--- src/sv/utf8e_pkg.sv ---
// ---------------------------------------------------------------------------
// utf8e_pkg: shared types and helpers for the UTF-8 stream encoder
// Register indexes, status codes, count widths and the per-point encoding.
// ---------------------------------------------------------------------------
package utf8e_pkg;

   localparam int COUNT_BITS = 16;
   // Width used for the budget comparison: large enough for the count and
   // for the 16-bit budget.
   localparam int CMP_BITS   = (COUNT_BITS > 16) ? COUNT_BITS : 16;

   localparam logic [1:0] CSR_UNIT_WIDTH  = 2'd0;
   localparam logic [1:0] CSR_BYTE_BUDGET = 2'd1;

   localparam logic [1:0] UNIT_8BIT  = 2'd0;
   localparam logic [1:0] UNIT_16BIT = 2'd1;

   localparam logic [7:0]  LEAD_2B   = 8'hC0;
   localparam logic [7:0]  LEAD_3B   = 8'hE0;
   localparam logic [7:0]  LEAD_4B   = 8'hF0;
   localparam logic [7:0]  CONT_LEAD = 8'h80;
   localparam logic [31:0] MAX_1B    = 32'h0000_007F;
   localparam logic [31:0] MAX_2B    = 32'h0000_07FF;
   localparam logic [31:0] MAX_3B    = 32'h0000_FFFF;
   localparam logic [31:0] MAX_4B    = 32'h001F_FFFF;

   typedef enum logic [1:0] {
      STATUS_OK     = 2'd0,
      STATUS_BUDGET = 2'd1,
      STATUS_RANGE  = 2'd2
   } status_type;

   typedef logic [COUNT_BITS-1:0] count_type;

   typedef struct packed {
      logic [3:0][7:0] bytes;    // bytes[0] is sent first
      logic [1:0]      last_idx; // number of bytes minus one
   } enc_type;

   function automatic logic [31:0] mask_unit(input logic [31:0] cp,
                                             input logic [1:0]  width);
      logic [31:0] res;
      case (width)
         UNIT_8BIT:  res = {24'd0, cp[7:0]};
         UNIT_16BIT: res = {16'd0, cp[15:0]};
         default:    res = cp;
      endcase
      return res;
   endfunction

   // Valid only for points up to MAX_4B.
   function automatic enc_type encode(input logic [31:0] cp);
      enc_type e;
      e.bytes = '0;
      if (cp <= MAX_1B) begin
         e.last_idx = 2'd0;
         e.bytes[0] = cp[7:0];
      end else if (cp <= MAX_2B) begin
         e.last_idx = 2'd1;
         e.bytes[0] = LEAD_2B | {3'd0, cp[10:6]};
         e.bytes[1] = CONT_LEAD | {2'd0, cp[5:0]};
      end else if (cp <= MAX_3B) begin
         e.last_idx = 2'd2;
         e.bytes[0] = LEAD_3B | {4'd0, cp[15:12]};
         e.bytes[1] = CONT_LEAD | {2'd0, cp[11:6]};
         e.bytes[2] = CONT_LEAD | {2'd0, cp[5:0]};
      end else begin
         e.last_idx = 2'd3;
         e.bytes[0] = LEAD_4B | {5'd0, cp[20:18]};
         e.bytes[1] = CONT_LEAD | {2'd0, cp[17:12]};
         e.bytes[2] = CONT_LEAD | {2'd0, cp[11:6]};
         e.bytes[3] = CONT_LEAD | {2'd0, cp[5:0]};
      end
      return e;
   endfunction

endpackage

--- src/sv/utf8_stream_encoder.sv ---
// ---------------------------------------------------------------------------
// utf8_stream_encoder: code point to UTF-8 byte stream with byte budget
// Masks each code unit, encodes it in one to four bytes, tracks per-call
// byte and point counts and halts the call on a range or budget error.
// ---------------------------------------------------------------------------
//  Channel  Direction  Handshake              Payload
//  req      in         req_valid/req_ready    code_unit, start_of_call,
//                                             last_in_call
//  rsp      out        rsp_valid/rsp_ready    out_byte, byte_valid, last_of_run,
//                                             status, call_done, bytes_so_far,
//                                             points_so_far, current_point
//  csr      in         csr_valid/csr_ready    csr_index, csr_data
//
// An accepted word sits in an input register; the encoder moves it into the
// output run register, where its bytes leave one per cycle while rsp_ready is
// high. A point yields one word per byte on the single output byte port, or
// one word for an error result; a dropped word of a halted call yields none.
// The input register refills while the run register still drains, so items
// flow with no idle cycle. Reset empties both registers and clears the counts.
// ---------------------------------------------------------------------------
module utf8_stream_encoder (
   input  logic        clock,
   input  logic        reset,
   input  logic        req_valid,
   output logic        req_ready,
   input  logic [31:0] req_code_unit,
   input  logic        req_start_of_call,
   input  logic        req_last_in_call,
   output logic        rsp_valid,
   input  logic        rsp_ready,
   output logic [7:0]  rsp_out_byte,
   output logic        rsp_byte_valid,
   output logic        rsp_last_of_run,
   output logic [1:0]  rsp_status,
   output logic        rsp_call_done,
   output logic [15:0] rsp_bytes_so_far,
   output logic [15:0] rsp_points_so_far,
   output logic [31:0] rsp_current_point,
   input  logic        csr_valid,
   output logic        csr_ready,
   input  logic [1:0]  csr_index,
   input  logic [15:0] csr_data
);
   import utf8e_pkg::*;

   // Configuration
   logic [1:0]  unit_width_ff;
   logic [15:0] byte_budget_ff;

   // Input register
   logic        in_valid_ff;
   logic [31:0] in_cp_ff;
   logic        in_start_ff;
   logic        in_last_ff;

   // Call state
   count_type   bytes_used_ff, bytes_used_in;
   count_type   points_done_ff, points_done_in;
   logic        halted_ff, halted_in;

   // Run register
   logic        run_valid_ff;
   enc_type     run_enc_ff;
   logic [1:0]  run_idx_ff;
   logic        run_data_ff;
   status_type  run_status_ff;
   logic        run_last_ff;
   count_type   run_base_ff;
   count_type   run_points_ff;
   logic [31:0] run_cp_ff;

   // Processing of the held word
   logic [31:0]         cp_masked;
   enc_type             enc;
   count_type           used_eff;
   count_type           points_eff;
   logic                halted_eff;
   logic                range_err;
   logic                budget_err;
   logic [2:0]          nbytes;
   logic [CMP_BITS:0]   need;
   status_type          status_in;
   logic                run_done;
   logic                advance;
   logic                load_run;
   count_type           byte_count;

   assign csr_ready = 1'b1;

   always_ff @(posedge clock) begin
      if (reset) begin
         unit_width_ff  <= 2'd2;
         byte_budget_ff <= 16'hFFFF;
      end else if (csr_valid) begin
         case (csr_index)
            CSR_UNIT_WIDTH:  unit_width_ff  <= csr_data[1:0];
            CSR_BYTE_BUDGET: byte_budget_ff <= csr_data;
            default:         ;
         endcase
      end
   end

   always_comb begin
      cp_masked  = mask_unit(in_cp_ff, unit_width_ff);
      enc        = encode(cp_masked);
      used_eff   = in_start_ff ? '0 : bytes_used_ff;
      points_eff = in_start_ff ? '0 : points_done_ff;
      halted_eff = in_start_ff ? 1'b0 : halted_ff;
      nbytes     = {1'b0, enc.last_idx} + 3'd1;
      range_err  = cp_masked > MAX_4B;
      // Short of budget exactly when the used count plus this point's bytes
      // goes past the budget.
      need       = {1'b0, CMP_BITS'(used_eff)} + (CMP_BITS+1)'(nbytes);
      budget_err = need > (CMP_BITS+1)'(byte_budget_ff);
      if (range_err) begin
         status_in = STATUS_RANGE;
      end else if (budget_err) begin
         status_in = STATUS_BUDGET;
      end else begin
         status_in = STATUS_OK;
      end
   end

   assign run_done  = run_valid_ff && rsp_ready && rsp_last_of_run;
   assign advance   = in_valid_ff && (halted_eff || !run_valid_ff || run_done);
   assign load_run  = advance && !halted_eff;
   assign req_ready = !in_valid_ff || advance;

   always_comb begin
      bytes_used_in  = bytes_used_ff;
      points_done_in = points_done_ff;
      halted_in      = halted_ff;
      if (advance) begin
         bytes_used_in  = used_eff;
         points_done_in = points_eff;
         halted_in      = halted_eff;
         if (!halted_eff) begin
            if (status_in != STATUS_OK) begin
               halted_in = 1'b1;
            end else begin
               bytes_used_in  = used_eff + COUNT_BITS'(nbytes);
               points_done_in = points_eff + COUNT_BITS'(1);
            end
         end
      end
   end

   always_ff @(posedge clock) begin
      if (reset) begin
         bytes_used_ff  <= '0;
         points_done_ff <= '0;
         halted_ff      <= 1'b0;
      end else begin
         bytes_used_ff  <= bytes_used_in;
         points_done_ff <= points_done_in;
         halted_ff      <= halted_in;
      end
   end

   always_ff @(posedge clock) begin
      if (reset) begin
         in_valid_ff <= 1'b0;
      end else if (req_valid && req_ready) begin
         in_valid_ff <= 1'b1;
      end else if (advance) begin
         in_valid_ff <= 1'b0;
      end
   end

   always_ff @(posedge clock) begin
      if (req_valid && req_ready) begin
         in_cp_ff    <= req_code_unit;
         in_start_ff <= req_start_of_call;
         in_last_ff  <= req_last_in_call;
      end
   end

   always_ff @(posedge clock) begin
      if (reset) begin
         run_valid_ff <= 1'b0;
         run_idx_ff   <= 2'd0;
      end else if (load_run) begin
         run_valid_ff <= 1'b1;
         run_idx_ff   <= 2'd0;
      end else if (run_done) begin
         run_valid_ff <= 1'b0;
      end else if (run_valid_ff && rsp_ready) begin
         run_idx_ff <= run_idx_ff + 2'd1;
      end
   end

   always_ff @(posedge clock) begin
      if (load_run) begin
         run_enc_ff.bytes <= enc.bytes;
         // An error result is a single word.
         run_enc_ff.last_idx <= (status_in == STATUS_OK) ? enc.last_idx : 2'd0;
         run_data_ff   <= (status_in == STATUS_OK);
         run_status_ff <= status_in;
         run_last_ff   <= in_last_ff;
         run_base_ff   <= used_eff;
         run_points_ff <= points_eff;
         run_cp_ff     <= cp_masked;
      end
   end

   assign byte_count = run_data_ff
                       ? run_base_ff + COUNT_BITS'(run_idx_ff) + COUNT_BITS'(1)
                       : run_base_ff;

   assign rsp_valid         = run_valid_ff;
   assign rsp_out_byte      = run_data_ff ? run_enc_ff.bytes[run_idx_ff] : 8'd0;
   assign rsp_byte_valid    = run_data_ff;
   assign rsp_last_of_run   = (run_idx_ff == run_enc_ff.last_idx);
   assign rsp_status        = run_status_ff;
   assign rsp_call_done     = !run_data_ff || (rsp_last_of_run && run_last_ff);
   assign rsp_bytes_so_far  = 16'(byte_count);
   assign rsp_points_so_far = 16'(run_points_ff);
   assign rsp_current_point = run_cp_ff;

endmodule

--- config.mk ---
export PLATFORM = sky130hd
export DESIGN_NAME = utf8_stream_encoder
export DESIGN_NICKNAME = d
export VERILOG_FILES = /design/src/sv/utf8e_pkg.sv /design/src/sv/utf8_stream_encoder.sv
export SDC_FILE = /design/constraint.sdc
export NUM_CORES = 1
export LEC_CHECK = 0
export ABC_AREA = 1
export BUFFER_PORTS_ARGS = -buffer_cell sky130_fd_sc_hd__buf_4
export CAP_MARGIN = 20
export CORE_MARGIN = 2
export CORE_UTILIZATION = 45
export DETAILED_ROUTE_END_ITERATION = 7
export GPL_TIMING_DRIVEN = 0
export PLACE_DENSITY_LB_ADDON = 0.2
export SKIP_LAST_GASP = 1
export SLEW_MARGIN = 5
export SYNTH_ARGS = -nofsm -noshare
export SYNTH_HDL_FRONTEND = slang
export SYNTH_SLANG_ARGS = --single-unit
--- constraint.sdc ---
create_clock -name clock -period 4.5 [get_ports clock]
set_clock_uncertainty 0.2 [all_clocks]
set_input_delay 0.45 -clock clock [delete_from_list [all_inputs] [get_ports clock]]
set_output_delay 0.45 -clock clock [all_outputs]
set_load 0.005 [all_outputs]
# After elaboration in Yosys (flattened, before gate mapping)
# Cells that the tools add are included.
# classes
n_addsub	7
n_lt_le_gt_ge	6
eq_ne	3
muxes	24
n_bitwise	1
reduce_logical	26
# ops
operator	count
two-way mux 16 bit	7
one-hot mux 32 bit (2 select lines)	1
adder 16 x 1 -> 16 bit (second input constant)	2
greater-than comparator 32 x 21 -> 1 bit (second input constant)	1
<= comparator 32 x 11 -> 1 bit (second input constant)	1
<= comparator 32 x 16 -> 1 bit (second input constant)	1
<= comparator 32 x 7 -> 1 bit (second input constant)	1
two-way mux 24 bit	1
two-way mux 8 bit	3
two-way mux 18 bit	1
adder 16 x 3 -> 17 bit	1
greater-than comparator 17 x 16 -> 1 bit	1
adder 16 x 2 -> 16 bit	1
adder 16 x 3 -> 16 bit	1
binary-select mux 8 bit (select 2 bit)	1
two-way mux 10 bit	1
two-way mux 1 bit	8
logical AND 1 bit	6
logical NOT 2 bit	3
AND reduction 2 bit	3
nonzero test 2 bit	3
== test 2 x 1 -> 1 bit (second input constant)	2
logical NOT 1 bit	4
logical OR 1 bit	4
other kinds (8)	9
# word_totals
regBits	191

# Depth between registers and ports, before layout
# logic_depth
word_depth	14
ltp_mapped	36
depth_no_buf	34

# Worst setup path after synthesis
# OpenSTA, ideal clock, no wires.
# synth_timing
path_type	flip-flop to flip-flop
from	reg unit_width_ff[1]
to	reg bytes_used_ff[5]
setup_time_ns	0.115
t_arrival_ns	4.433
t_required_ns	4.185
setup_slack_ns	-0.247
stages_incl_launch_ff	33
n_path_buf	2
synth_period_minus_slack_ns	4.747
path_cell_list	dfxtp_1 > buf_2 > buf_6 > nand2_1 > inv_1 > nor2_1 > nand4_1 > nor2_2 > nand4_2 > inv_2 > nand2_2 > nand2_1 > ha_1 > inv_1 > fa_1 > inv_1 > nand2_1 > nand2_1 > nand2_1 > nor2_4 > nand4_2 > nor2_2 > xor2_1 > inv_1 > ha_1 > a21oi_1 > o211ai_1 > nor2_4 > nand3_4 > a21oi_4 > nand3_2 > o21ai_1 > nor2_1
# synth_between
elab_chain_len	14
word_cells_on_any_way	19
classes_between	add/sub (3); order compare (5); eq/ne (1); mux (8); reduce/logical (2)
# synth_rtl
element	line	source
start, declared	utf8_stream_encoder.sv:47	logic [1:0] unit_width_ff;
start signal, assigned	utf8_stream_encoder.sv:96	CSR_UNIT_WIDTH: unit_width_ff <= csr_data[1:0];
== test 2 x 1 -> 1 bit or logical NOT 2 bit (tied branches)	utf8e_pkg.sv:43	case (width)
one-hot mux 32 bit (2 select lines) *	utf8e_pkg.sv:43	
net cp_masked[25]	utf8_stream_encoder.sv:73	logic [31:0] cp_masked;
<= comparator 32 x 16 -> 1 bit	utf8e_pkg.sv:62	end else if (cp <= MAX_3B) begin
two-way mux 24 bit	utf8e_pkg.sv:62	
two-way mux 18 bit	utf8e_pkg.sv:58	end else if (cp <= MAX_2B) begin
two-way mux 10 bit	utf8e_pkg.sv:55	if (cp <= MAX_1B) begin
adder 2 x 1 -> 3 bit	utf8_stream_encoder.sv:109	nbytes = {1'b0, enc.last_idx} + 3'd1;
adder 16 x 3 -> 17 bit	utf8_stream_encoder.sv:113	need = {1'b0, CMP_BITS'(used_eff)} + (CMP_BITS+1)'(nbytes);
greater-than comparator 17 x 16 -> 1 bit	utf8_stream_encoder.sv:114	budget_err = need > (CMP_BITS+1)'(byte_budget_ff);
two-way mux 1 bit	utf8_stream_encoder.sv:117	end else if (budget_err) begin
two-way mux 2 bit	utf8_stream_encoder.sv:115	if (range_err) begin
nonzero test 2 bit	utf8_stream_encoder.sv:138	if (status_in != STATUS_OK) begin
two-way mux 16 bit *	utf8_stream_encoder.sv:138	
two-way mux 16 bit *	utf8_stream_encoder.sv:137	if (!halted_eff) begin
end signal, assigned	utf8_stream_encoder.sv:154	bytes_used_ff <= bytes_used_in;
end, declared	utf8_stream_encoder.sv:57	count_type bytes_used_ff, bytes_used_in;
# Mark *: on every way through the listed nets, which the timed path passes. The rest lies on a longest branch.
# A chain may end at the register's enable or synchronous reset.

# Final worst setup path
# layout_timing
from	reg unit_width_ff[1]
to	reg bytes_used_ff[12]
# The elaborated chain is that of the path after synthesis.

==> metrics.cfg <==
[global_routing]
grt-ovfl-total = 0
grt_pass1_vias = 7020
grt_pass1_wl_um = 35800
antenna_found_initial = 0
track_usage_pct = 21.2
grt_start_max_net_pins = 66

[floorplan]
start_util_pct = 46.3
fp.dieH_um = 146
die_x_um = 146
rows = 51
ios = 137
dieArea_mm2 = 0.0213
core_area_mm2 = 0.0196

[sta]
whs_ns = 0.0235
min_period_ns = 5.01
post-route-period-util_pct = 111
fmax_mhz = 200
timing.slew.headroom_pct = 44.5
worstMarginPinSlew_ns = 0.832
finalHoldViolCount = 0
fin_ws_ns = -0.505
maxSlewViolCount = 0
setup_viol = 37
fin_tns_setup_ns = -14.91
rsz0062_at_grt = yes

[finish]
diodes = 0
drive_gt1_share_pct = 28.9
final_util_pct = 63.2
fill_cells = 1587
nets = 1289
final_design_area_no_fill_mm2 = 0.0124
syn_to_final_growth_pct = 36.5

[placed_design]
placed_cell_area_mm2 = 0.0105
io_buffers = 135
gp_congestion = 0.849
place_ws_ns = -1.05
dp_hpwl_um = 14900

[yosys]
synth_commonest_cells = inv_1 (171), nand2_1 (171), edfxtp_1 (133)
ys_seq_area_share_pct = 56.2
synth.area.mux_share_pct = 0
synth-compound-area-share_pct = 7.53
synthFlopType = edfxtp_1
synth-xor-area-share_pct = 2.51
syn_area_mm2 = 0.00907
avgSynthCellArea_um2 = 9.31
synth_top_area_cell = edfxtp_1
ys_warn_count = 0
async_reset_ff_share_pct = 0
postSynthCellCount = 974
synthAdderAreaFrac_pct = 3.48
synth_cell_types = 45
netlist_top_cells_area = edfxtp_1 (44%), dfxtp_1 (12%), inv_1 (7.1%), nand2_1 (7.1%), nor2_1 (4.7%)
synth_edf_count = 133
synth_top_cell_area_share_pct = 44.0
synth-simple-area-share_pct = 20.8
synth-seq-cells = 188
synth_top_family_by_area = simple AND/OR/NAND/NOR gates
synth_fp_nets = 1055

[pwr]
power_frac_seq_pct = 50.8
p_int_w = 0.00289
p_clk_share_pct = 38.9
power_density_mw_per_mm2 = 317
p_comb_share_pct = 10.3
p_switching_w = 0.00103
switching_share_pct = 26.2
p_leak_nw = 5.37
ir_worst_vdd_mv = 0.263

[route]
drcViolationCount = 0
ant_nets = 0
wl_per_cell_um = 15.4
drt-initial-drc-count = 526
drtPass1Iterations = 5
dr_total_vias = 7447
vias_per_cell = 5.01
wl_um = 22800

[setup_path]
path_class = flip-flop to flip-flop
critPathArrivalTime_ns = 5.18
slowest_delay_ns = 0.45
cp_max_fo = 6
r2r_cells = 28
end_kind = flip-flop
reg2reg_from = unit_width_ff[1]$_SDFFE_PP1P_
worst_path_most_repeated_cell = nand3_2
rr_endpoint = bytes_used_ff[12]$_SDFFE_PP0P_
startpoint_type = flip-flop
cpMaxStageDelayCell = nor4_4
ff2ff_setup_slack_ns = -0.51
worstPathRequired_ns = 4.67
path_buf_inv = 7
critical-path-top-delay-family = simple AND/OR/NAND/NOR gates

[clock_tree]
clock_latency_ns = 0.44
root_buffer = clkbuf_16
cts.sinks = 188
numCtsBuffers = 17
tritoncts = done
htree_levels = 4
path_clk_slew_ns = 0.08
cts_buffer_depth = 2

[flow_run]
maxCapViolCount = 0

[run_status]
status = finished, violations left
violations = setup timing

[min_path]
hold_path_depth = 3
hp-class = input pin to flip-flop
hp-start = csr_data[1]
holdPathEnd = unit_width_ff[1]$_SDFFE_PP1P_

per-layer routing:
layer | vias up | wire [µm] | GRT usage, %
met5 | - | 0 | 0
met4 | 0 | 441 | 6.76
met3 | 38 | 1300 | 4.33
met2 | 259 | 11100 | 34.9
met1 | 3472 | 10000 | 28.2
li1 | 3678 | - | -
kinds of logic (layout without fill, tap and decap cells):
logic type / count (synthesis) / in the layout
AO/OA/AOI/OAI: 115 / 115
flip-flops: 188 / 188
other: 1 / 1
adder cells (fa/ha/maj): 24 / 24
XOR/XNOR: 26 / 26
AND/OR/NAND/NOR: 408 / 408
buffers and inverters: 212 / 459
power groups by stage:
stage	sequential, W	clock, W	combinational (W)
5_1_grt	0.00200	0.00162	0.000443
6_report	0.00199	0.00152	0.000405
2_1_floorplan	0.00203	0	0.000175
3_5_place_dp	0.00203	0	0.000357
3_3_place_gp	0.00203	0	0.000344
4_1_cts	0.00199	0.00154	0.000398
repair_timing:
item | in CTS | in global routing
endpoints found under the hold margin | 34 | 0
setup endpoints to repair | 37 | 37
setup buffers | 25 | 16
pin swaps | 23 | 24
cloned | 3 | 2
hold buffers | 34 | 0
resized for setup | 70 | 50
per-stage QoR:
stage | total power (W) | instances
3_3_place_gp | 0.00238 | 1374
6_report | 0.00392 | 1486
3_5_place_dp | 0.00239 | 1375
5_1_grt | 0.00406 | 1486
4_1_cts | 0.00393 | 1468
2_1_floorplan | 0.00220 | 974
layout make-up:
class,instances,area (µm²),share of cell area (%)
Clock inverter,15,194,1.57
Inverter,177,682,5.51
Tap cell,265,332,2.68
Multi-Input combinational cell,574,3560,28.8
Clock buffer,17,425,3.44
Buffer,34,225,1.82
Sequential cell,188,5100,41.2
Timing Repair Buffer,216,1860,15.0
flip-flops by register name, indices dropped and copies added, names as in the netlist, 2 cells and up:
name               count
bytes_used_ff         16
rsp_status             2
run_enc_ff            31
run_idx_ff             2
rsp_points_so_far     16
unit_width_ff          2
byte_budget_ff        16
points_done_ff        16
rsp_current_point     32
run_base_ff           16
in_cp_ff              32
how the worst max path moves through the flow:
stage                     slack [ns]  cells after the start                        endpoint                          start
final                          -0.51                     28  bytes_used_ff[12]$_SDFFE_PP0P_  unit_width_ff[1]$_SDFFE_PP1P_
after global routing           -0.77                     33  bytes_used_ff[12]$_SDFFE_PP0P_  unit_width_ff[1]$_SDFFE_PP1P_
after CTS                      -0.38                     35   bytes_used_ff[6]$_SDFFE_PP0P_  unit_width_ff[1]$_SDFFE_PP1P_
after detailed placement       -1.05                     28  points_done_ff[3]$_SDFFE_PP0P_  unit_width_ff[1]$_SDFFE_PP1P_
after global placement         -1.10                     28   bytes_used_ff[5]$_SDFFE_PP0P_  unit_width_ff[1]$_SDFFE_PP1P_
after floorplan                -0.06                     32   bytes_used_ff[5]$_SDFFE_PP0P_  unit_width_ff[1]$_SDFFE_PP1P_
worst reg2reg max path, delay by kind of cell, from the launching register on:
family | cells | cell delay, ns
buffers and inverters | 7 | 0.89
xor gates and xnor gates | 1 | 0.28
DFF | 1 | 0.33
AOI/OAI and AO/OA | 1 | 0.16
adders and majority gates | 2 | 0.59
and+or+nand+nor | 17 | 2.49
placed cells by master (no fill, tap or decap), drive strengths merged:
cell         count
nor4             3
conb             1
clkinvlp         3
nor3            13
a21oi           41
dfxtp           55
o21a             1
nand3           54
dlygate4sd3     34
and3             2
nor3b            4
fa               2
a22oi            2
clkbuf          35
xnor2           13
o22ai            7
nor2           125
buf            198
xor2            13
nand4           28
o211ai          19
o32ai            4
clkinv          12
ha              22
o221ai           3
edfxtp         133
inv            177
o21ai           35
a211oi           2
a31oi            1
or2              1
nand2          178
Power figures use the tool's default switching activity.
